===== src/ndac_pkg.sv =====
`default_nettype none
package ndac_pkg;

  localparam logic [1:0] FUNC_UNSIGNED = 2'd0;
  localparam logic [1:0] FUNC_SIGNED   = 2'd1;
  localparam logic [1:0] FUNC_FIXED    = 2'd2;
  localparam logic [1:0] FUNC_RESERVED = 2'd3;

  localparam logic [6:0] CHAR_ZERO  = 7'h30;
  localparam logic [6:0] CHAR_MINUS = 7'h2D;
  localparam logic [6:0] CHAR_POINT = 7'h2E;

  // x / 10 == (x * DIV10_MUL) >> DIV10_SHIFT for every 16-bit x
  localparam logic [15:0] DIV10_MUL   = 16'd52429;
  localparam int          DIV10_SHIFT = 19;
  // f / 10 == (f * TENS_MUL) >> TENS_SHIFT for f below 100
  localparam logic [7:0]  TENS_MUL    = 8'd205;
  localparam int          TENS_SHIFT  = 11;
  localparam logic [6:0]  FRAC_SCALE  = 7'd100;

  localparam int QUEUE_DEPTH = 2;
  localparam int MAX_DIGITS  = 5;

  typedef struct packed {
    logic [1:0]  func;
    logic [15:0] value;
  } in_item_t;

  typedef struct packed {
    logic [6:0] char_code;
    logic       last;
  } out_item_t;

  // classified number handed from front to back
  typedef struct packed {
    logic        neg;
    logic        fixq;
    logic [15:0] mag;
    logic [6:0]  fdisp;
  } desc_t;

  typedef enum logic [2:0] {
    S_IDLE,
    S_DIV,
    S_SIGN,
    S_DIG,
    S_POINT,
    S_TENS,
    S_ONES
  } back_state_e;

endpackage
`default_nettype wire


===== src/ndac_front.sv =====
`default_nettype none
module ndac_front (
  input  wire logic              clk_i,
  input  wire logic              rst_ni,
  input  wire logic              in_valid_i,
  output logic                   in_stall_o,
  input  wire ndac_pkg::in_item_t in_item_i,
  output logic                   push_valid_o,
  input  wire logic              push_full_i,
  output ndac_pkg::desc_t        push_desc_o
);

  logic            valid_q, valid_d;
  ndac_pkg::desc_t desc_q, desc_d;
  logic            accept;
  logic            is_signed;
  logic [15:0]     absval;
  logic [14:0]     frac_prod;

  assign in_stall_o   = valid_q & push_full_i;
  assign accept       = in_valid_i & ~in_stall_o;
  assign push_valid_o = valid_q;
  assign push_desc_o  = desc_q;

  always_comb begin
    unique case (in_item_i.func)
      ndac_pkg::FUNC_SIGNED, ndac_pkg::FUNC_FIXED: is_signed = 1'b1;
      ndac_pkg::FUNC_UNSIGNED, ndac_pkg::FUNC_RESERVED: is_signed = 1'b0;
      default: is_signed = 1'b0;
    endcase
  end

  always_comb begin
    desc_d.neg  = is_signed & in_item_i.value[15];
    absval      = desc_d.neg ? (~in_item_i.value + 16'd1) : in_item_i.value;
    desc_d.fixq = (in_item_i.func == ndac_pkg::FUNC_FIXED);
    frac_prod   = 15'(absval[7:0]) * 15'(ndac_pkg::FRAC_SCALE);
    if (desc_d.fixq) begin
      desc_d.mag = {8'd0, absval[15:8]};
    end else begin
      desc_d.mag = absval;
    end
    desc_d.fdisp = frac_prod[14:8];
  end

  assign valid_d = (valid_q & push_full_i) | accept;

  always_ff @(posedge clk_i or negedge rst_ni) begin
    if (!rst_ni) begin
      valid_q <= 1'b0;
    end else begin
      valid_q <= valid_d;
    end
  end

  always_ff @(posedge clk_i) begin
    if (accept) begin
      desc_q <= desc_d;
    end
  end

endmodule
`default_nettype wire


===== src/ndac_queue.sv =====
`default_nettype none
module ndac_queue (
  input  wire logic            clk_i,
  input  wire logic            rst_ni,
  input  wire logic            push_i,
  input  wire ndac_pkg::desc_t push_desc_i,
  output logic                 full_o,
  output logic                 pop_valid_o,
  input  wire logic            pop_i,
  output ndac_pkg::desc_t      pop_desc_o
);

  localparam int PtrW = $clog2(ndac_pkg::QUEUE_DEPTH);
  localparam int CntW = $clog2(ndac_pkg::QUEUE_DEPTH + 1);

  ndac_pkg::desc_t mem_q [ndac_pkg::QUEUE_DEPTH];
  logic [PtrW-1:0] wr_ptr_q, rd_ptr_q;
  logic [CntW-1:0] cnt_q;
  logic            do_push, do_pop;

  assign full_o      = (cnt_q == CntW'(ndac_pkg::QUEUE_DEPTH));
  assign pop_valid_o = (cnt_q != '0);
  assign pop_desc_o  = mem_q[rd_ptr_q];
  assign do_push     = push_i & ~full_o;
  assign do_pop      = pop_i & pop_valid_o;

  always_ff @(posedge clk_i or negedge rst_ni) begin
    if (!rst_ni) begin
      wr_ptr_q <= '0;
      rd_ptr_q <= '0;
      cnt_q    <= '0;
    end else begin
      if (do_push) begin
        wr_ptr_q <= (wr_ptr_q == PtrW'(ndac_pkg::QUEUE_DEPTH - 1)) ? '0 : wr_ptr_q + 1'b1;
      end
      if (do_pop) begin
        rd_ptr_q <= (rd_ptr_q == PtrW'(ndac_pkg::QUEUE_DEPTH - 1)) ? '0 : rd_ptr_q + 1'b1;
      end
      if (do_push && !do_pop) begin
        cnt_q <= cnt_q + 1'b1;
      end else if (do_pop && !do_push) begin
        cnt_q <= cnt_q - 1'b1;
      end
    end
  end

  always_ff @(posedge clk_i) begin
    if (do_push) begin
      mem_q[wr_ptr_q] <= push_desc_i;
    end
  end

endmodule
`default_nettype wire


===== src/ndac_back.sv =====
`default_nettype none
module ndac_back (
  input  wire logic             clk_i,
  input  wire logic             rst_ni,
  input  wire logic             pop_valid_i,
  input  wire ndac_pkg::desc_t  pop_desc_i,
  output logic                  pop_o,
  output logic                  out_valid_o,
  input  wire logic             out_stall_i,
  output ndac_pkg::out_item_t   out_item_o
);

  localparam int CntW = $clog2(ndac_pkg::MAX_DIGITS + 1);
  localparam int IdxW = $clog2(ndac_pkg::MAX_DIGITS);

  ndac_pkg::back_state_e state_q, state_d;
  logic [15:0]         mag_q;
  logic                neg_q, fixq_q;
  logic [6:0]          fdisp_q;
  logic [3:0]          dig_q [ndac_pkg::MAX_DIGITS];
  logic [CntW-1:0]     cnt_q;
  logic                out_valid_q;
  ndac_pkg::out_item_t out_item_q;

  logic                out_free;
  logic                emit;
  ndac_pkg::out_item_t emit_item;
  logic [31:0]         div_prod;
  logic [15:0]         quo;
  logic [15:0]         quo_x10;
  logic [15:0]         rem_full;
  logic [14:0]         tens_prod;
  logic [3:0]          tens;
  logic [6:0]          ones_full;
  logic [IdxW-1:0]     top_idx;
  logic                last_digit;

  assign out_free = ~out_valid_q | ~out_stall_i;

  // one decimal digit per cycle: divide by ten through a reciprocal multiply
  assign div_prod = mag_q * ndac_pkg::DIV10_MUL;
  assign quo      = 16'(div_prod >> ndac_pkg::DIV10_SHIFT);
  assign quo_x10  = 16'({quo, 3'b000}) + 16'({quo, 1'b0});
  assign rem_full = mag_q - quo_x10;

  assign tens_prod = fdisp_q * ndac_pkg::TENS_MUL;
  assign tens      = 4'(tens_prod >> ndac_pkg::TENS_SHIFT);
  assign ones_full = fdisp_q - 7'({tens, 3'b000}) - 7'({tens, 1'b0});

  assign top_idx    = IdxW'(cnt_q - CntW'(1));
  assign last_digit = (cnt_q == CntW'(1));

  always_comb begin
    state_d = state_q;
    unique case (state_q)
      ndac_pkg::S_IDLE: begin
        if (pop_valid_i) state_d = ndac_pkg::S_DIV;
      end
      ndac_pkg::S_DIV: begin
        if (quo == 16'd0) state_d = neg_q ? ndac_pkg::S_SIGN : ndac_pkg::S_DIG;
      end
      ndac_pkg::S_SIGN: begin
        if (out_free) state_d = ndac_pkg::S_DIG;
      end
      ndac_pkg::S_DIG: begin
        if (out_free && last_digit) begin
          state_d = fixq_q ? ndac_pkg::S_POINT : ndac_pkg::S_IDLE;
        end
      end
      ndac_pkg::S_POINT: begin
        if (out_free) state_d = ndac_pkg::S_TENS;
      end
      ndac_pkg::S_TENS: begin
        if (out_free) state_d = ndac_pkg::S_ONES;
      end
      ndac_pkg::S_ONES: begin
        if (out_free) state_d = ndac_pkg::S_IDLE;
      end
      default: state_d = ndac_pkg::S_IDLE;
    endcase
  end

  always_comb begin
    pop_o     = 1'b0;
    emit      = 1'b0;
    emit_item = '0;
    unique case (state_q)
      ndac_pkg::S_IDLE: pop_o = pop_valid_i;
      ndac_pkg::S_DIV: ;
      ndac_pkg::S_SIGN: begin
        emit                = out_free;
        emit_item.char_code = ndac_pkg::CHAR_MINUS;
      end
      ndac_pkg::S_DIG: begin
        emit                = out_free;
        emit_item.char_code = ndac_pkg::CHAR_ZERO + {3'b000, dig_q[top_idx]};
        emit_item.last      = last_digit & ~fixq_q;
      end
      ndac_pkg::S_POINT: begin
        emit                = out_free;
        emit_item.char_code = ndac_pkg::CHAR_POINT;
      end
      ndac_pkg::S_TENS: begin
        emit                = out_free;
        emit_item.char_code = ndac_pkg::CHAR_ZERO + {3'b000, tens};
      end
      ndac_pkg::S_ONES: begin
        emit                = out_free;
        emit_item.char_code = ndac_pkg::CHAR_ZERO + {3'b000, ones_full[3:0]};
        emit_item.last      = 1'b1;
      end
      default: ;
    endcase
  end

  always_ff @(posedge clk_i or negedge rst_ni) begin
    if (!rst_ni) begin
      state_q     <= ndac_pkg::S_IDLE;
      out_valid_q <= 1'b0;
      cnt_q       <= '0;
    end else begin
      state_q <= state_d;
      if (emit) begin
        out_valid_q <= 1'b1;
      end else if (!out_stall_i) begin
        out_valid_q <= 1'b0;
      end
      if (pop_o) begin
        cnt_q <= '0;
      end else if (state_q == ndac_pkg::S_DIV) begin
        cnt_q <= cnt_q + CntW'(1);
      end else if (state_q == ndac_pkg::S_DIG && out_free) begin
        cnt_q <= cnt_q - CntW'(1);
      end
    end
  end

  always_ff @(posedge clk_i) begin
    if (pop_o) begin
      mag_q   <= pop_desc_i.mag;
      neg_q   <= pop_desc_i.neg;
      fixq_q  <= pop_desc_i.fixq;
      fdisp_q <= pop_desc_i.fdisp;
    end else if (state_q == ndac_pkg::S_DIV) begin
      mag_q                    <= quo;
      dig_q[IdxW'(cnt_q)]      <= rem_full[3:0];
    end
    if (emit) begin
      out_item_q <= emit_item;
    end
  end

  assign out_valid_o = out_valid_q;
  assign out_item_o  = out_item_q;

endmodule
`default_nettype wire


===== src/number_to_decimal_ascii_core.sv =====
// Binary to decimal ASCII converter.
// Input channel (in_valid_i / in_stall_o / in_item_i): one 16-bit value and a
// format code: unsigned, signed two's complement, or signed Q8.8 (code 3
// prints as unsigned). Output channel (out_valid_o / out_stall_i /
// out_item_o): the text one character per item, most significant first,
// with last set on the final character. Leading zeros are dropped, zero
// prints as "0", Q8.8 prints integer part, '.', and two fraction digits.
// A front register classifies the number, a two-entry queue decouples it
// from the back end, which divides by ten once per cycle and then emits.
// The first character leaves the output register after the number has passed
// the front register, the queue and the back end's divide loop, which runs
// once per integer digit D (1 to 5); a leading '-' comes out first.
// The back end handles one number at a time and pops the next only when
// idle; it emits a number's characters (at most 7) one per cycle unless the
// output stalls, while front and queue can take further numbers meanwhile.
// Reset empties the front, the queue and the output register at once.
// A stalled output holds its character; the back end then waits, the queue
// fills, and in_stall_o rises once front and queue are both occupied.
`default_nettype none
module number_to_decimal_ascii_core (
  input  wire logic                clk_i,
  input  wire logic                rst_ni,
  input  wire logic                in_valid_i,
  output logic                     in_stall_o,
  input  wire ndac_pkg::in_item_t  in_item_i,
  output logic                     out_valid_o,
  input  wire logic                out_stall_i,
  output ndac_pkg::out_item_t      out_item_o
);

  logic            push_valid, queue_full, pop_valid, pop;
  ndac_pkg::desc_t push_desc, pop_desc;

  ndac_front u_front (
    .clk_i        (clk_i),
    .rst_ni       (rst_ni),
    .in_valid_i   (in_valid_i),
    .in_stall_o   (in_stall_o),
    .in_item_i    (in_item_i),
    .push_valid_o (push_valid),
    .push_full_i  (queue_full),
    .push_desc_o  (push_desc)
  );

  ndac_queue u_queue (
    .clk_i       (clk_i),
    .rst_ni      (rst_ni),
    .push_i      (push_valid),
    .push_desc_i (push_desc),
    .full_o      (queue_full),
    .pop_valid_o (pop_valid),
    .pop_i       (pop),
    .pop_desc_o  (pop_desc)
  );

  ndac_back u_back (
    .clk_i       (clk_i),
    .rst_ni      (rst_ni),
    .pop_valid_i (pop_valid),
    .pop_desc_i  (pop_desc),
    .pop_o       (pop),
    .out_valid_o (out_valid_o),
    .out_stall_i (out_stall_i),
    .out_item_o  (out_item_o)
  );

endmodule
`default_nettype wire


===== config.mk =====
export PLATFORM = sky130hd
export DESIGN_NAME = number_to_decimal_ascii_core
export DESIGN_NICKNAME = d
export VERILOG_FILES = /design/src/ndac_pkg.sv /design/src/ndac_front.sv /design/src/ndac_queue.sv /design/src/ndac_back.sv /design/src/number_to_decimal_ascii_core.sv
export SDC_FILE = /design/constraint.sdc
export NUM_CORES = 1
export LEC_CHECK = 0
export BUFFER_PORTS_ARGS = -buffer_cell sky130_fd_sc_hd__buf_2
export CAP_MARGIN = 40
export CORE_UTILIZATION = 60
export CTS_CLUSTER_SIZE = 16
export DETAILED_ROUTE_END_ITERATION = 7
export MAX_ROUTING_LAYER = met4
export PLACE_DENSITY = 0.74
export RECOVER_POWER = 25
export SYNTH_ARGS = -nofsm -noshare
export SYNTH_HDL_FRONTEND = slang
export SYNTH_SLANG_ARGS = --single-unit

===== constraint.sdc =====
create_clock -name clk_i -period 7.4 [get_ports clk_i]
set_clock_uncertainty 0.2 [all_clocks]
set_input_delay 1.11 -clock clk_i [delete_from_list [all_inputs] [get_ports clk_i]]
set_output_delay 1.11 -clock clk_i [all_outputs]
set_load 0.01 [all_outputs]

Word-level counts from Yosys, hierarchy flattened

Memory sizes are Yosys's and may differ from the RTL's.
Cells that the tools add are included.

$add $sub $neg: 14
Multipliers: 3
Eq/ne operators: 19
Mux-type cells: 33
Bitwise gates (word level): 14
Reduce and logical (&&, ||, !) cells: 17

Operators with widths:

| kind                                                                   | count |
|---|---|
| 16-bit two-way mux                                                     | 3 |
| 7-bit one-hot mux with 5 select lines                                  | 1 |
| 3-bit two-way mux                                                      | 11 |
| 16-bit by 16-bit multiplier with 32-bit output (second input constant) | 1 |
| 6-bit by 4-bit adder with 7-bit output (first input constant)          | 3 |
| 3-bit one-hot mux with 7 select lines                                  | 1 |
| 16-bit by 1-bit adder with 16-bit output (second input constant)       | 1 |
| 16-bit zero test                                                       | 1 |
| 2-bit by 1-bit != test with 1-bit output (second input constant)       | 8 |
| 16-bit inverter                                                        | 1 |
| 7-bit by 8-bit multiplier with 15-bit output (second input constant)   | 1 |
| 8-bit by 5-bit multiplier with 13-bit output (second input constant)   | 1 |
| 1-bit two-way mux                                                      | 12 |
| 4-bit subtractor                                                       | 3 |
| 3-bit == test (second input constant)                                  | 3 |
| 8-bit two-way mux                                                      | 1 |
| 7-bit AND reduction                                                    | 1 |
| 1-bit bitwise AND                                                      | 6 |
| 2-bit == test (second input constant)                                  | 3 |
| 3-bit by 1-bit == test with 1-bit output (second input constant)       | 2 |
| 3-bit by 2-bit == test with 1-bit output (second input constant)       | 2 |
| 2-bit nonzero test                                                     | 3 |
| 1-bit inverter                                                         | 5 |
| 5-bit OR reduction                                                     | 1 |
| 16 further kinds                                                       | 25 |

Bits in registers: 70
Memory bits (writable): 70
Output and inout bits: 10
Logic and storage cells: 120
Memories kept: 2

Memories:

| memory        | depth | width | rd ports | clocked after Yosys merged registers in | wr ports | RTL line         | text |
|---|---|---|---|---|---|---|---|
| u_queue.mem_q | 2     | 25    | 1        | 0                                       | 1        | ndac_queue.sv:16 | `ndac_pkg::desc_t mem_q [ndac_pkg::QUEUE_DEPTH];` |
| u_back.dig_q  | 5     | 4     | 1        | 0                                       | 1        | ndac_back.sv:20  | `logic [3:0] dig_q [ndac_pkg::MAX_DIGITS];` |

Longest topological paths before layout

Gate-level depths: netlist of run 1.

Depth after elaboration: 7
Depth in mapped cells: 23
Mapped depth without buffers: 23

Hierarchy

Synthesis of run 1 repeated with hierarchy kept, for this count alone.

Cells, all modules: 1,080
Area, all modules: 12,340.6 µm²

Modules (own cells, without submodules):

| module     | instances | cells an instance | area each (µm²) | sequential area each (µm²) |
|---|---|---|---|---|
| ndac_back  | 1         | 802               | 8,274.2         | 1,736.7 |
| ndac_queue | 1         | 97                | 2,105.8         | 1,601.5 |
| ndac_front | 1         | 181               | 1,960.6         | 775.7 |

Worst setup path before layout of run 1

Ideal clock, no wire load.

Path type: reg2reg
Start point: reg u_back.mag_q[4]
End point: reg u_back.state_q[0]
Setup time: 124 ps
Arrival: 6,123 ps
Required time: 7,076 ps
Setup slack: 953 ps
Stages on the path, launching flop included: 22
Path buffers: 0
Period minus slack after synthesis: 6,447 ps
Cell sequence: edfxtp_1 ha_1 xor2_1 ha_1 fa_1 inv_1 fa_1 inv_1 fa_1 inv_1 fa_1 inv_1 ha_1 nand4_1 or3_1 a2111oi_0 or3_1 a21oi_2 xnor2_2 a2111oi_2 nand4_1 a211o_1

Cells in the longest elaborated chain, start to end: 4

Ends and longest elaborated chain:

| what                                               | RTL line         | text |
|---|---|---|
| from (decl)                                        | ndac_back.sv:17  | `logic [15:0] mag_q;` |
| from (signal assigned)                             | ndac_back.sv:140 | `mag_q <= pop_desc_i.mag;` |
| from (signal assigned)                             | ndac_back.sv:145 | `mag_q <= quo;` |
| 16-bit by 16-bit multiplier with 32-bit output     | ndac_back.sv:41  | `assign div_prod = mag_q * ndac_pkg::DIV10_MUL;` |
| 16-bit zero test                                   | ndac_back.sv:60  | `if (quo == 16'd0) state_d = neg_q ? ndac_pkg::S_SIGN : ndac_pkg::S_DIG;` |
| 2-bit by 1-bit != test with 1-bit output (no line) | n/a              |  |
| 7-bit AND reduction (no line)                      | n/a              |  |
| to (signal assigned)                               | ndac_back.sv:118 | `state_q <= ndac_pkg::S_IDLE;` |
| to (signal assigned)                               | ndac_back.sv:122 | `state_q <= state_d;` |
| to (decl)                                          | ndac_back.sv:16  | `ndac_pkg::back_state_e state_q, state_d;` |

Every way passes these cells.
A chain may end at the register's enable or synchronous reset.

Worst setup path after layout of run 1

Ends and elaborated chain as after synthesis.

==> run_summary.xml, run 1 <==
<?xml version="1.0" encoding="UTF-8"?>
<metrics>
  <group name="run_status">
    <metric name="violated_checks" unit="">max-capacitance violations, max-slew violations</metric>
    <metric name="status" unit="">complete, but fails checks</metric>
  </group>
  <group name="synthesis">
    <metric name="ys_dominant_reg_cell" unit="">sky130_fd_sc_hd__edfxtp_1</metric>
    <metric name="synth_nets" unit="">1403</metric>
    <metric name="ys_top_cells_by_area" unit="">sky130_fd_sc_hd__edfxtp_1, sky130_fd_sc_hd__ha_1, sky130_fd_sc_hd__fa_1, sky130_fd_sc_hd__inv_1, sky130_fd_sc_hd__dfrtp_1</metric>
    <metric name="synthesis.area" unit="um^2">12100</metric>
    <metric name="ys_seq_elements" unit="">139</metric>
    <metric name="yosysSeqAreaShare" unit="%">33.9</metric>
    <metric name="ys_async_sr_fraction" unit="%">8.63</metric>
    <metric name="yosys.area.top_type_share" unit="%">31.5</metric>
    <metric name="synth_largest_area_cell" unit="">sky130_fd_sc_hd__edfxtp_1</metric>
    <metric name="yosys_warnings" unit="">0</metric>
    <metric name="count_of_flip_flops_with_a_built_in_enable_after_synthesis" unit="">127</metric>
    <metric name="ys_types" unit="">72</metric>
    <metric name="post_synth_inst_count" unit="">1088</metric>
    <metric name="synthesis.area_per_instance" unit="um^2">11.1</metric>
  </group>
  <group name="worst_setup_path">
    <metric name="timing.critical_path.from_type" unit="">flop</metric>
    <metric name="worstSetupEndpointType" unit="">flop</metric>
    <metric name="data_required_time_at_the_worst_endpoint" unit="ns">7.51</metric>
    <metric name="critical_path.startpoint" unit="">u_back.mag_q[4]$_DFFE_PP_</metric>
    <metric name="regToRegStartpoint" unit="">u_back.mag_q[4]$_DFFE_PP_</metric>
    <metric name="crit_path_max_fanout" unit="">6</metric>
    <metric name="worst-endpoint-arrival" unit="ns">7.10</metric>
    <metric name="critPathKind" unit="">reg -&gt; reg</metric>
  </group>
  <group name="timing">
    <metric name="worst-slew-pin-transition" unit="ns">1.76</metric>
    <metric name="timing.slew.headroom" unit="%">-17.1</metric>
    <metric name="timing.final.hold_violations" unit="">0</metric>
    <metric name="maxClockFrequency" unit="MHz">143</metric>
    <metric name="rsz_0062_raised_after_global_routing" unit="">false</metric>
    <metric name="fin_setup_tns" unit="ns">0</metric>
    <metric name="setup_viol_count_final" unit="">0</metric>
    <metric name="slew_violations" unit="">28</metric>
    <metric name="fin_crit" unit="ns">6.99</metric>
    <metric name="layout_worst_path_cycle_share" unit="%">94.5</metric>
  </group>
  <group name="cts">
    <metric name="tritoncts.num_buffers" unit="">17</metric>
    <metric name="ctsRootBufferMaster" unit="">sky130_fd_sc_hd__clkbuf_16</metric>
    <metric name="tritoncts_num_sinks" unit="">139</metric>
    <metric name="postCtsHoldBufs" unit="">0</metric>
    <metric name="post_cts_resized" unit="">0</metric>
    <metric name="worst_setup_hold_path_clk_slew" unit="ns">0.07</metric>
    <metric name="clock_network_latency_to_the_later_pin_of_the_worst_skew_pair" unit="ns">0.44</metric>
    <metric name="cts-htree-levels" unit="">4</metric>
    <metric name="clock_tree.buffer_depth" unit="">2</metric>
    <metric name="tritoncts" unit="">yes</metric>
    <metric name="cts.repair_timing.setup_buffer_count" unit="">0</metric>
  </group>
  <group name="floorplanning">
    <metric name="floorplan.die.height" unit="um">144</metric>
    <metric name="fp-row-count" unit="">51</metric>
    <metric name="io_pins" unit="">32</metric>
    <metric name="overall_die_width" unit="um">144</metric>
    <metric name="fp.dieArea" unit="um^2">20800</metric>
    <metric name="core" unit="um^2">19700</metric>
    <metric name="initial_core_util" unit="%">61.7</metric>
  </group>
  <group name="run">
    <metric name="max_cap_viol_count" unit="">1</metric>
  </group>
  <group name="global_routing">
    <metric name="grt_antenna_before_repair" unit="">0</metric>
    <metric name="grt_pass1_vias" unit="">7856</metric>
    <metric name="grt_overflow_total" unit="">0</metric>
    <metric name="grt_usage" unit="%">26.9</metric>
    <metric name="grt_pass1_wl" unit="um">40300</metric>
    <metric name="grt_max_degree" unit="">28</metric>
  </group>
  <group name="hold_path">
    <metric name="worstHoldStart" unit="">u_front.push_desc_o[24]$_DFFE_PP_</metric>
    <metric name="hold_path_class" unit="">reg -&gt; reg</metric>
  </group>
  <group name="route">
    <metric name="drc" unit="">0</metric>
    <metric name="drt_first_pass_iters" unit="">5</metric>
    <metric name="total_routed_length" unit="um">24500</metric>
    <metric name="vias_per_cell" unit="">5.58</metric>
    <metric name="route.detailed.wl_per_inst" unit="um">17.5</metric>
    <metric name="detailedRoute.firstIterationViolations" unit="">491</metric>
    <metric name="vias" unit="">7835</metric>
    <metric name="ant_nets" unit="">0</metric>
  </group>
  <group name="placement">
    <metric name="routabilityCongestion" unit="">0.975</metric>
    <metric name="buffer_ports.inserted" unit="">30</metric>
    <metric name="detailedPlacementHpwl" unit="um">20200</metric>
  </group>
  <group name="finish">
    <metric name="final_nets" unit="">1442</metric>
    <metric name="area.growth.synth_to_final" unit="%">9.10</metric>
    <metric name="post_route_cells_drive_above_1_share" unit="%">8.77</metric>
    <metric name="final.fill_count" unit="">1560</metric>
    <metric name="diodes" unit="">0</metric>
  </group>
</metrics>
==> stage by stage <==
| step | hold slack, ns | util, % | cells | setup WS (ns) | cell area (um^2) |
|---|---|---|---|---|---|
| floorplan | 0.221 | - | 1088 | 0.953 | 12100 |
| global placement | 0.222 | 63.7 | 1366 | 0.546 | 12500 |
| detailed placement | 0.231 | 64.3 | 1373 | 0.317 | 12600 |
| CTS | 0.246 | 67.3 | 1405 | 0.288 | 13200 |
| global route | 0.249 | 67.3 | 1405 | 0.0840 | 13200 |
| finish | 0.245 | 67.3 | 1405 | 0.410 | 13200 |
==> placed cells by master, fill, tap and decap left out, types with 4 or more instances in the layout <==
cell | synthesis | final
sky130_fd_sc_hd__xnor2_1 | 33 | 33
sky130_fd_sc_hd__a21oi_1 | 58 | 58
sky130_fd_sc_hd__dfrtp_1 | 12 | 12
sky130_fd_sc_hd__or3_1 | 6 | 6
sky130_fd_sc_hd__mux2_2 | 12 | 11
sky130_fd_sc_hd__a211oi_1 | 4 | 4
sky130_fd_sc_hd__fa_1 | 89 | 89
sky130_fd_sc_hd__nand3_1 | 12 | 12
sky130_fd_sc_hd__mux4_2 | 4 | 4
sky130_fd_sc_hd__nor4_1 | 8 | 8
sky130_fd_sc_hd__nor2_1 | 57 | 56
sky130_fd_sc_hd__ha_1 | 204 | 204
sky130_fd_sc_hd__a31oi_1 | 8 | 8
sky130_fd_sc_hd__o21ai_0 | 26 | 26
sky130_fd_sc_hd__inv_6 | 0 | 8
sky130_fd_sc_hd__xor2_1 | 27 | 27
sky130_fd_sc_hd__nand2_1 | 51 | 51
sky130_fd_sc_hd__mux2i_1 | 18 | 18
sky130_fd_sc_hd__o211ai_1 | 5 | 5
sky130_fd_sc_hd__o21a_1 | 5 | 5
sky130_fd_sc_hd__nor3_1 | 9 | 9
sky130_fd_sc_hd__clkbuf_16 | 0 | 17
sky130_fd_sc_hd__nand4_1 | 7 | 7
sky130_fd_sc_hd__a21o_1 | 9 | 9
sky130_fd_sc_hd__buf_2 | 0 | 29
sky130_fd_sc_hd__edfxtp_1 | 127 | 127
sky130_fd_sc_hd__inv_1 | 214 | 214
==> final timing paths <==
kind	endpoint	slack (ns)	cells past startpoint
min	u_queue.mem_q[0][24]$_DFFE_PP_	0.24	0
max	u_back.state_q[0]$_DFFE_PN0P_	0.41	21
max in group asynchronous	u_back.cnt_q[0]$_DFFE_PN0P_	5.93	1
min reg2reg	u_queue.mem_q[0][24]$_DFFE_PP_	0.24	0
max reg2reg	u_back.state_q[0]$_DFFE_PN0P_	0.41	21
min in group asynchronous	u_back.out_valid_o$_DFFE_PN0P_	0.55	1
==> cell usage after synthesis, types with 14 or more instances <==
cell type	count
sky130_fd_sc_hd__nor2_1	57
sky130_fd_sc_hd__edfxtp_1	127
sky130_fd_sc_hd__a21oi_1	58
sky130_fd_sc_hd__ha_1	204
sky130_fd_sc_hd__inv_1	214
sky130_fd_sc_hd__o21ai_0	26
sky130_fd_sc_hd__nand2_1	51
sky130_fd_sc_hd__xor2_1	27
sky130_fd_sc_hd__fa_1	89
sky130_fd_sc_hd__clkbuf_1	14
sky130_fd_sc_hd__xnor2_1	33
sky130_fd_sc_hd__mux2i_1	18
==> critical path: stages (launching register included) <==
cell and delay [ns]:
sky130_fd_sc_hd__edfxtp_1 0.51, sky130_fd_sc_hd__ha_1 0.40, sky130_fd_sc_hd__xor2_1 0.17, sky130_fd_sc_hd__ha_1 0.32, sky130_fd_sc_hd__fa_1 0.54, sky130_fd_sc_hd__inv_1 0.05
sky130_fd_sc_hd__fa_1 0.53, sky130_fd_sc_hd__inv_1 0.05, sky130_fd_sc_hd__fa_1 0.54, sky130_fd_sc_hd__inv_1 0.06, sky130_fd_sc_hd__fa_1 0.53, sky130_fd_sc_hd__inv_1 0.04
sky130_fd_sc_hd__ha_1 0.39, sky130_fd_sc_hd__nand4_1 0.25, sky130_fd_sc_hd__or3_1 0.45, sky130_fd_sc_hd__a2111oi_1 0.51, sky130_fd_sc_hd__or3_1 0.24, sky130_fd_sc_hd__a21oi_2 0.08
sky130_fd_sc_hd__xnor2_2 0.15, sky130_fd_sc_hd__a2111oi_2 0.33, sky130_fd_sc_hd__nand4_1 0.19, sky130_fd_sc_hd__a211o_1 0.32
==> per-layer routing <==
layer	vias to the layer above	share of wire, %	global-route usage, %
met3	37	5.1	4.14
met5	-	0	-
met4	0	2.3	8.48
li1	3809	-	-
met1	3769	45	35.4
met2	220	48	42.9
==> kinds of logic (layout without fill, tap and decap cells) <==
kind of cell	after synthesis	count (layout)	share of synthesized area, %
other	1	1	0.0309
adders and majority gates	293	293	35.7
buffers and inverters	235	287	7.56
AOI/OAI and AO/OA	151	151	8.16
muxes	34	34	3.34
xor gates and xnor gates	61	61	4.47
and+or+nand+nor	174	174	6.76
DFF	139	139	33.9
==> registers in the layout, summed over array words and instances (netlist names) <==
| name | count |
|---|---|
| u_back.out_valid_o | 1 |
| u_back.mag_q | 16 |
| u_queue.cnt_q | 2 |
| u_queue.wr_ptr_q | 1 |
| u_front.push_desc_o | 25 |
| u_queue.rd_ptr_q | 1 |
| u_queue.mem_q | 50 |
| u_back.neg_q | 1 |
| u_back.fixq_q | 1 |
| u_back.fdisp_q | 7 |
| u_back.dig_q | 20 |
| u_back.out_item_o | 7 |
| u_back.state_q | 3 |
| u_front.push_valid_o | 1 |
| u_back.cnt_q | 3 |
==> area by class of cell <==
type                            instances  area [um^2]  share of cell area (%)
Clock buffer                           17          425                    3.22
Sequential cell                       139         4110                    31.1
Timing Repair Buffer                   40          278                    2.10
Clock inverter                         15          175                    1.32
Tap cell                              265          332                    2.51
Multi-Input combinational cell        714         7100                    53.7
Inverter                              215          807                    6.10
Power of run 1 is not shown: default switching activity piles up to over one toggle a cycle in this logic, so the estimate is an artifact.
==> inputs of run 2 (changes only) <==
CORE_ASPECT_RATIO = 0.5   (was unset)
==> run 2 against run 1 <==
The flow still finishes with violations (max-capacitance violations, max-slew violations). Flip-flop and latch count did not move. Wire length rose by 6.1%. Die area rose by 0.16%. Clock-buffer cell count rose by 2. Non-clock buffer count did not move. Utilization fell by 0.18 points. Worst hold slack got worse by 0.0074 ns. Critical endpoint unchanged.
==> run_summary.xml, run 2 (same netlist as run 1, synthesis figures left out) <==
<?xml version="1.0" encoding="UTF-8"?>
<metrics>
  <group name="floorplanning">
    <metric name="fp.dieArea" unit="um^2">20800</metric>
    <metric name="core" unit="um^2">19600</metric>
    <metric name="fp-row-count" unit="">36</metric>
    <metric name="floorplan.die.height" unit="um">103</metric>
    <metric name="io_pins" unit="">32</metric>
    <metric name="initial_core_util" unit="%">61.7</metric>
    <metric name="overall_die_width" unit="um">203</metric>
  </group>
  <group name="route">
    <metric name="drt_first_pass_iters" unit="">5</metric>
    <metric name="vias" unit="">7852</metric>
    <metric name="ant_nets" unit="">0</metric>
    <metric name="detailedRoute.firstIterationViolations" unit="">494</metric>
    <metric name="drc" unit="">0</metric>
    <metric name="vias_per_cell" unit="">5.58</metric>
    <metric name="total_routed_length" unit="um">26000</metric>
    <metric name="route.detailed.wl_per_inst" unit="um">18.5</metric>
  </group>
  <group name="cts">
    <metric name="clock_tree.buffer_depth" unit="">2</metric>
    <metric name="postCtsHoldBufs" unit="">0</metric>
    <metric name="cts-htree-levels" unit="">4</metric>
    <metric name="ctsRootBufferMaster" unit="">sky130_fd_sc_hd__clkbuf_16</metric>
    <metric name="post_cts_resized" unit="">0</metric>
    <metric name="cts.repair_timing.setup_buffer_count" unit="">0</metric>
    <metric name="tritoncts_num_sinks" unit="">139</metric>
    <metric name="tritoncts.num_buffers" unit="">17</metric>
    <metric name="clock_network_latency_to_the_later_pin_of_the_worst_skew_pair" unit="ns">0.42</metric>
    <metric name="tritoncts" unit="">yes</metric>
    <metric name="worst_setup_hold_path_clk_slew" unit="ns">0.06</metric>
  </group>
  <group name="run">
    <metric name="max_cap_viol_count" unit="">1</metric>
  </group>
  <group name="worst_setup_path">
    <metric name="worst-endpoint-arrival" unit="ns">7.10</metric>
    <metric name="path_cells" unit="">ha_1 -&gt; xor2_1 -&gt; ha_1 -&gt; fa_1 -&gt; inv_1 -&gt; fa_1 -&gt; inv_1 -&gt; fa_1 -&gt; inv_1 -&gt; fa_1 -&gt; inv_1 -&gt; ha_1 -&gt; nand4_1 -&gt; or3_1 -&gt; a2111oi_2 -&gt; or3_1 -&gt; a21oi_2 -&gt; xnor2_2 -&gt; a2111oi_2 -&gt; nand4_1 -&gt; a211o_1</metric>
    <metric name="bufs_and_invs_on_worst_path" unit="">4</metric>
    <metric name="crit_path_max_fanout" unit="">6</metric>
    <metric name="worst_path_largest_cell_delay" unit="ns">0.55</metric>
    <metric name="timing.critical_path.from_type" unit="">flop</metric>
    <metric name="data_required_time_at_the_worst_endpoint" unit="ns">7.50</metric>
    <metric name="worstSetupEndpointType" unit="">flop</metric>
    <metric name="timing.critical_path.max_delay_family" unit="">adder cells</metric>
    <metric name="crit_path_top_delay_cell" unit="">sky130_fd_sc_hd__fa_1</metric>
    <metric name="critPathKind" unit="">reg -&gt; reg</metric>
  </group>
  <group name="finish">
    <metric name="diodes" unit="">0</metric>
    <metric name="final_nets" unit="">1442</metric>
    <metric name="area.growth.synth_to_final" unit="%">8.73</metric>
    <metric name="final-instance-count-excl-fill" unit="">1406</metric>
    <metric name="post_route_cells_drive_above_1_share" unit="%">8.51</metric>
    <metric name="largest_reg_flops" unit="">50</metric>
    <metric name="final_core_utilization" unit="%">67.1</metric>
    <metric name="layout.cells.most_common" unit="">sky130_fd_sc_hd__inv_1</metric>
    <metric name="final_cell_mix" unit="">sky130_fd_sc_hd__inv_1, sky130_fd_sc_hd__ha_1, sky130_fd_sc_hd__edfxtp_1</metric>
    <metric name="max_flop_register" unit="">u_queue.mem_q</metric>
  </group>
  <group name="run_status">
    <metric name="status" unit="">complete, but fails checks</metric>
    <metric name="violated_checks" unit="">max-capacitance violations, max-slew violations</metric>
  </group>
  <group name="global_routing">
    <metric name="grt_usage" unit="%">27.6</metric>
    <metric name="grt_overflow_total" unit="">0</metric>
    <metric name="grt_antenna_before_repair" unit="">0</metric>
    <metric name="grt_pass1_wl" unit="um">41800</metric>
    <metric name="grt_max_degree" unit="">30</metric>
    <metric name="grt_pass1_vias" unit="">7863</metric>
  </group>
  <group name="placement">
    <metric name="detailedPlacementHpwl" unit="um">21500</metric>
    <metric name="pre_cts_slack" unit="ns">0.167</metric>
    <metric name="buffer_ports.inserted" unit="">30</metric>
    <metric name="dpl.cell_count" unit="">1374</metric>
    <metric name="routabilityCongestion" unit="">0.971</metric>
  </group>
  <group name="timing">
    <metric name="timing.final.hold_violations" unit="">0</metric>
    <metric name="worst-slew-pin-transition" unit="ns">1.72</metric>
    <metric name="layout_worst_path_cycle_share" unit="%">94.6</metric>
    <metric name="setup_viol_count_final" unit="">0</metric>
    <metric name="maxClockFrequency" unit="MHz">143</metric>
    <metric name="fin_setup_tns" unit="ns">0</metric>
    <metric name="slew_violations" unit="">28</metric>
    <metric name="timing.slew.headroom" unit="%">-14.6</metric>
    <metric name="rsz_0062_raised_after_global_routing" unit="">false</metric>
    <metric name="fin_crit" unit="ns">7.00</metric>
    <metric name="setup_ws" unit="ns">0.401</metric>
  </group>
  <group name="hold_path">
    <metric name="hold_path_class" unit="">reg -&gt; reg</metric>
  </group>
</metrics>
[run 2: stage by stage]
stage / area (um^2) / hold WS [ns]
after floorplan: 12100 / 0.221
after global placement: 12500 / 0.225
after detailed placement: 12600 / 0.230
after CTS: 13200 / 0.240
after global routing: 13200 / 0.252
final: 13200 / 0.237
[run 2: worst paths after layout]
check,start,to,slack [ns],depth (start not counted)
min in group asynchronous,rst_ni,u_front.push_valid_o$_DFF_PN0_,0.52,1
min reg2reg,u_front.push_desc_o[18]$_SDFFCE_PP0P_,u_queue.mem_q[1][18]$_DFFE_PP_,0.24,0
max,u_back.mag_q[4]$_DFFE_PP_,u_back.state_q[0]$_DFFE_PN0P_,0.40,21
min,u_front.push_desc_o[18]$_SDFFCE_PP0P_,u_queue.mem_q[1][18]$_DFFE_PP_,0.24,0
max in group asynchronous,rst_ni,u_back.cnt_q[0]$_DFFE_PN0P_,6.02,1
max reg2reg,u_back.mag_q[4]$_DFFE_PP_,u_back.state_q[0]$_DFFE_PN0P_,0.40,21
[run 2: cell type report]
| cell class | instances | area, um^2 |
|---|---|---|
| sequential | 139 | 4110 |
| timing repair buffer | 40 | 262 |
| multi-input combinational | 714 | 7100 |
| clock inverter | 13 | 133 |
| tap | 266 | 333 |
| inverter | 215 | 807 |
| clock buffer | 19 | 433 |
| fill | 1525 | 6450 |
[run 2: worst reg2reg max path, delay by kind of cell, from the launching register on]
kind | cells | cell delay (ns)
and+or+nand+nor | 4 | 1.14
xor gates and xnor gates | 2 | 0.34
AOI/OAI and AO/OA | 4 | 1.18
DFF | 1 | 0.51
buffers and inverters | 4 | 0.24
adders and majority gates | 7 | 3.29
[run 2: metal layers]
layer / share of wire (%) / track usage (%)
met1: 49 / 37.9
met2: 47 / 44.3
met3: 2.8 / 3.35
met4: 1.4 / 6.94
met5: 0 / -
Power of run 2 is left out for the same reason.
==> inputs of run 3 (changes only) <==
SYNTH_HIERARCHICAL = 1   (was unset)
==> run 3 against run 2 <==
The run still ends with max-capacitance violations, max-slew violations left. Sequential share of layout area fell by 0.41 points. Critical path depth did not move. Fmax up 2.3%. Synthesized area up 1.8%. Largest cell class unchanged. Flip-flop and latch count is the same. First-iteration DRC count down 15%. Non-clock buffer count is 2 lower.
==> run_summary.xml, run 3 <==
<?xml version="1.0" encoding="UTF-8"?>
<metrics>
  <group name="cts">
    <metric name="cts.repair_timing.setup_buffer_count" unit="">0</metric>
    <metric name="clock_network_latency_to_the_later_pin_of_the_worst_skew_pair" unit="ns">0.43</metric>
    <metric name="tritoncts_num_sinks" unit="">139</metric>
    <metric name="ctsRootBufferMaster" unit="">sky130_fd_sc_hd__clkbuf_16</metric>
    <metric name="post_cts_resized" unit="">0</metric>
    <metric name="postCtsHoldBufs" unit="">0</metric>
    <metric name="tritoncts.num_buffers" unit="">17</metric>
    <metric name="cts-htree-levels" unit="">4</metric>
    <metric name="clock_tree.buffer_depth" unit="">2</metric>
    <metric name="worst_setup_hold_path_clk_slew" unit="ns">0.07</metric>
    <metric name="tritoncts" unit="">yes</metric>
  </group>
  <group name="timing">
    <metric name="setup_ws" unit="ns">0.556</metric>
    <metric name="fin_crit" unit="ns">6.84</metric>
    <metric name="setup_viol_count_final" unit="">0</metric>
    <metric name="slew_violations" unit="">26</metric>
    <metric name="timing.final.hold_violations" unit="">0</metric>
    <metric name="maxClockFrequency" unit="MHz">146</metric>
    <metric name="rsz_0062_raised_after_global_routing" unit="">false</metric>
    <metric name="layout_worst_path_cycle_share" unit="%">92.5</metric>
    <metric name="worst-slew-pin-transition" unit="ns">1.73</metric>
    <metric name="timing.slew.headroom" unit="%">-15.6</metric>
    <metric name="fin_setup_tns" unit="ns">0</metric>
  </group>
  <group name="route">
    <metric name="total_routed_length" unit="um">25400</metric>
    <metric name="vias" unit="">7695</metric>
    <metric name="drt_first_pass_iters" unit="">5</metric>
    <metric name="route.detailed.wl_per_inst" unit="um">18.2</metric>
    <metric name="ant_nets" unit="">0</metric>
    <metric name="vias_per_cell" unit="">5.51</metric>
    <metric name="drc" unit="">0</metric>
    <metric name="detailedRoute.firstIterationViolations" unit="">419</metric>
  </group>
  <group name="global_routing">
    <metric name="grt_usage" unit="%">27.0</metric>
    <metric name="grt_antenna_before_repair" unit="">0</metric>
    <metric name="grt_overflow_total" unit="">0</metric>
    <metric name="grt_pass1_wl" unit="um">41400</metric>
    <metric name="grt_pass1_vias" unit="">7975</metric>
    <metric name="grt_max_degree" unit="">29</metric>
  </group>
  <group name="synthesis">
    <metric name="yosys.area.top_type_share" unit="%">30.9</metric>
    <metric name="ys_seq_elements" unit="">139</metric>
    <metric name="synthesis.area" unit="um^2">12300</metric>
    <metric name="ys_types" unit="">78</metric>
    <metric name="synth_largest_area_cell" unit="">sky130_fd_sc_hd__edfxtp_1</metric>
    <metric name="synth.most_common_cell" unit="">sky130_fd_sc_hd__inv_1</metric>
    <metric name="yosys_warnings" unit="">6</metric>
    <metric name="ys_top_cells_by_area" unit="">sky130_fd_sc_hd__edfxtp_1, sky130_fd_sc_hd__ha_1, sky130_fd_sc_hd__fa_1, sky130_fd_sc_hd__inv_1, sky130_fd_sc_hd__xnor2_1</metric>
    <metric name="yosysSeqAreaShare" unit="%">33.3</metric>
    <metric name="count_of_flip_flops_with_a_built_in_enable_after_synthesis" unit="">127</metric>
    <metric name="synthTopCellsByCount" unit="">sky130_fd_sc_hd__inv_1, sky130_fd_sc_hd__ha_1, sky130_fd_sc_hd__edfxtp_1, sky130_fd_sc_hd__fa_1, sky130_fd_sc_hd__nand2_1</metric>
    <metric name="synth_nets" unit="">1395</metric>
    <metric name="post_synth_inst_count" unit="">1080</metric>
    <metric name="ys_async_sr_fraction" unit="%">8.63</metric>
    <metric name="synthesis.area_per_instance" unit="um^2">11.4</metric>
    <metric name="ys_dominant_reg_cell" unit="">sky130_fd_sc_hd__edfxtp_1</metric>
  </group>
  <group name="placement">
    <metric name="dpl.cell_count" unit="">1364</metric>
    <metric name="detailedPlacementHpwl" unit="um">21200</metric>
    <metric name="routabilityCongestion" unit="">1.01</metric>
    <metric name="pre_cts_slack" unit="ns">0.647</metric>
    <metric name="buffer_ports.inserted" unit="">30</metric>
  </group>
  <group name="floorplanning">
    <metric name="overall_die_width" unit="um">205</metric>
    <metric name="fp-row-count" unit="">36</metric>
    <metric name="fp.dieArea" unit="um^2">21200</metric>
    <metric name="initial_core_util" unit="%">62.3</metric>
    <metric name="io_pins" unit="">32</metric>
    <metric name="core" unit="um^2">19800</metric>
    <metric name="floorplan.die.height" unit="um">103</metric>
  </group>
  <group name="worst_setup_path">
    <metric name="crit_path_top_delay_cell" unit="">sky130_fd_sc_hd__edfxtp_1</metric>
    <metric name="data_required_time_at_the_worst_endpoint" unit="ns">7.41</metric>
    <metric name="critPathKind" unit="">reg -&gt; reg</metric>
    <metric name="crit_path_max_fanout" unit="">6</metric>
    <metric name="path_cells" unit="">ha_1 -&gt; inv_1 -&gt; fa_1 -&gt; inv_1 -&gt; fa_1 -&gt; fa_1 -&gt; fa_1 -&gt; inv_1 -&gt; fa_1 -&gt; inv_1 -&gt; ha_1 -&gt; nand4_1 -&gt; nor4_1 -&gt; a211oi_1 -&gt; a21oi_1 -&gt; xnor2_1 -&gt; inv_1 -&gt; ha_1 -&gt; a21oi_1 -&gt; xnor2_1 -&gt; xnor2_1</metric>
    <metric name="worst-endpoint-arrival" unit="ns">6.85</metric>
    <metric name="worstSetupEndpointType" unit="">flop</metric>
    <metric name="worst_path_largest_cell_delay" unit="ns">0.55</metric>
    <metric name="timing.critical_path.from_type" unit="">flop</metric>
  </group>
  <group name="finish">
    <metric name="area.growth.synth_to_final" unit="%">8.24</metric>
    <metric name="diodes" unit="">0</metric>
    <metric name="final-instance-count-excl-fill" unit="">1396</metric>
    <metric name="largest_reg_flops" unit="">50</metric>
    <metric name="post_route_cells_drive_above_1_share" unit="%">11.3</metric>
    <metric name="max_flop_register" unit="">u_queue/mem_q</metric>
    <metric name="final_nets" unit="">1432</metric>
    <metric name="layout.cells.most_common" unit="">sky130_fd_sc_hd__inv_1</metric>
    <metric name="final_cell_mix" unit="">sky130_fd_sc_hd__inv_1, sky130_fd_sc_hd__ha_1, sky130_fd_sc_hd__edfxtp_1</metric>
  </group>
  <group name="run_status">
    <metric name="status" unit="">complete, but fails checks</metric>
    <metric name="violated_checks" unit="">max-capacitance violations, max-slew violations</metric>
  </group>
  <group name="run">
    <metric name="max_cap_viol_count" unit="">1</metric>
  </group>
  <group name="hold_path">
    <metric name="hold_path_class" unit="">reg -&gt; reg</metric>
  </group>
</metrics>
run 3: worst max-delay path, delay by kind of cell, from the launching register on:
| kind | cells | cell delay, ns |
|---|---|---|
| XOR/XNOR | 3 | 0.59 |
| adder cells (fa/ha/maj) | 8 | 3.68 |
| AND/OR/NAND/NOR | 2 | 0.73 |
| flip-flops | 1 | 0.55 |
| AO/OA/AOI/OAI | 3 | 0.55 |
| buffers and inverters | 5 | 0.33 |
run 3: routing by layer:
| metal | share of wire (%) | routed length [um] | vias to the layer above | track usage [%] |
|---|---|---|---|---|
| met3 | 5.5 | 1390 | 16 | 5.23 |
| met5 | 0 | 0 | - | - |
| met1 | 46 | 11800 | 3734 | 36.1 |
| met2 | 47 | 12100 | 190 | 43.2 |
| li1 | - | - | 3755 | - |
| met4 | 0.85 | 216 | 0 | 6.03 |
run 3: final timing paths:
kind	startpoint	end	slack [ns]	cells after the start
worst max register to register	u_back/mag_q[3]$_DFFE_PP_	u_back/dig_q[0][3]$_DFFE_PP_	0.56	21
worst min register to register	u_front/push_desc_o[20]$_SDFFCE_PP0P_	u_queue/mem_q[0][20]$_DFFE_PP_	0.25	0
worst max-delay path	u_back/mag_q[3]$_DFFE_PP_	u_back/dig_q[0][3]$_DFFE_PP_	0.56	21
worst min-delay path	u_front/push_desc_o[20]$_SDFFCE_PP0P_	u_queue/mem_q[0][20]$_DFFE_PP_	0.25	0
max in group asynchronous	rst_ni	u_back/state_q[1]$_DFFE_PN0P_	5.96	1
min in group asynchronous	rst_ni	u_queue/cnt_q[1]$_DFFE_PN0P_	0.53	1
run 3: per-stage QoR:
| step | hold WS, ns | cell area [um^2] | util, % |
|---|---|---|---|
| after floorplan | 0.221 | 12300 | - |
| after global placement | 0.223 | 12700 | 64.2 |
| after detailed placement | 0.235 | 12800 | 64.5 |
| after CTS | 0.246 | 13400 | 67.5 |
| after global routing | 0.255 | 13400 | 67.4 |
| final | 0.246 | 13400 | 67.4 |
run 3: cells by family (layout without fill, tap and decap cells):
group           count (synthesis)  in the layout  share of synthesized area [%]
mux                            44             44                           4.87
compound gates                135            135                           7.04
simple gates                  168            168                           7.13
xor+xnor                       69             69                           4.96
buf+inv                       231            281                           7.52
flops                         139            139                           33.3
fa+ha+maj                     293            293                           35.1
other cells                     1              1                         0.0304
run 3: cell type report:
cell class | instances | area, um^2
fill | 1507 | 6460
clock buffer | 17 | 425
timing repair buffer | 38 | 220
multi-input combinational | 710 | 7290
clock inverter | 15 | 179
sequential | 139 | 4110
inverter | 211 | 792
tap | 266 | 333
Power of run 3 is left out for the same reason.
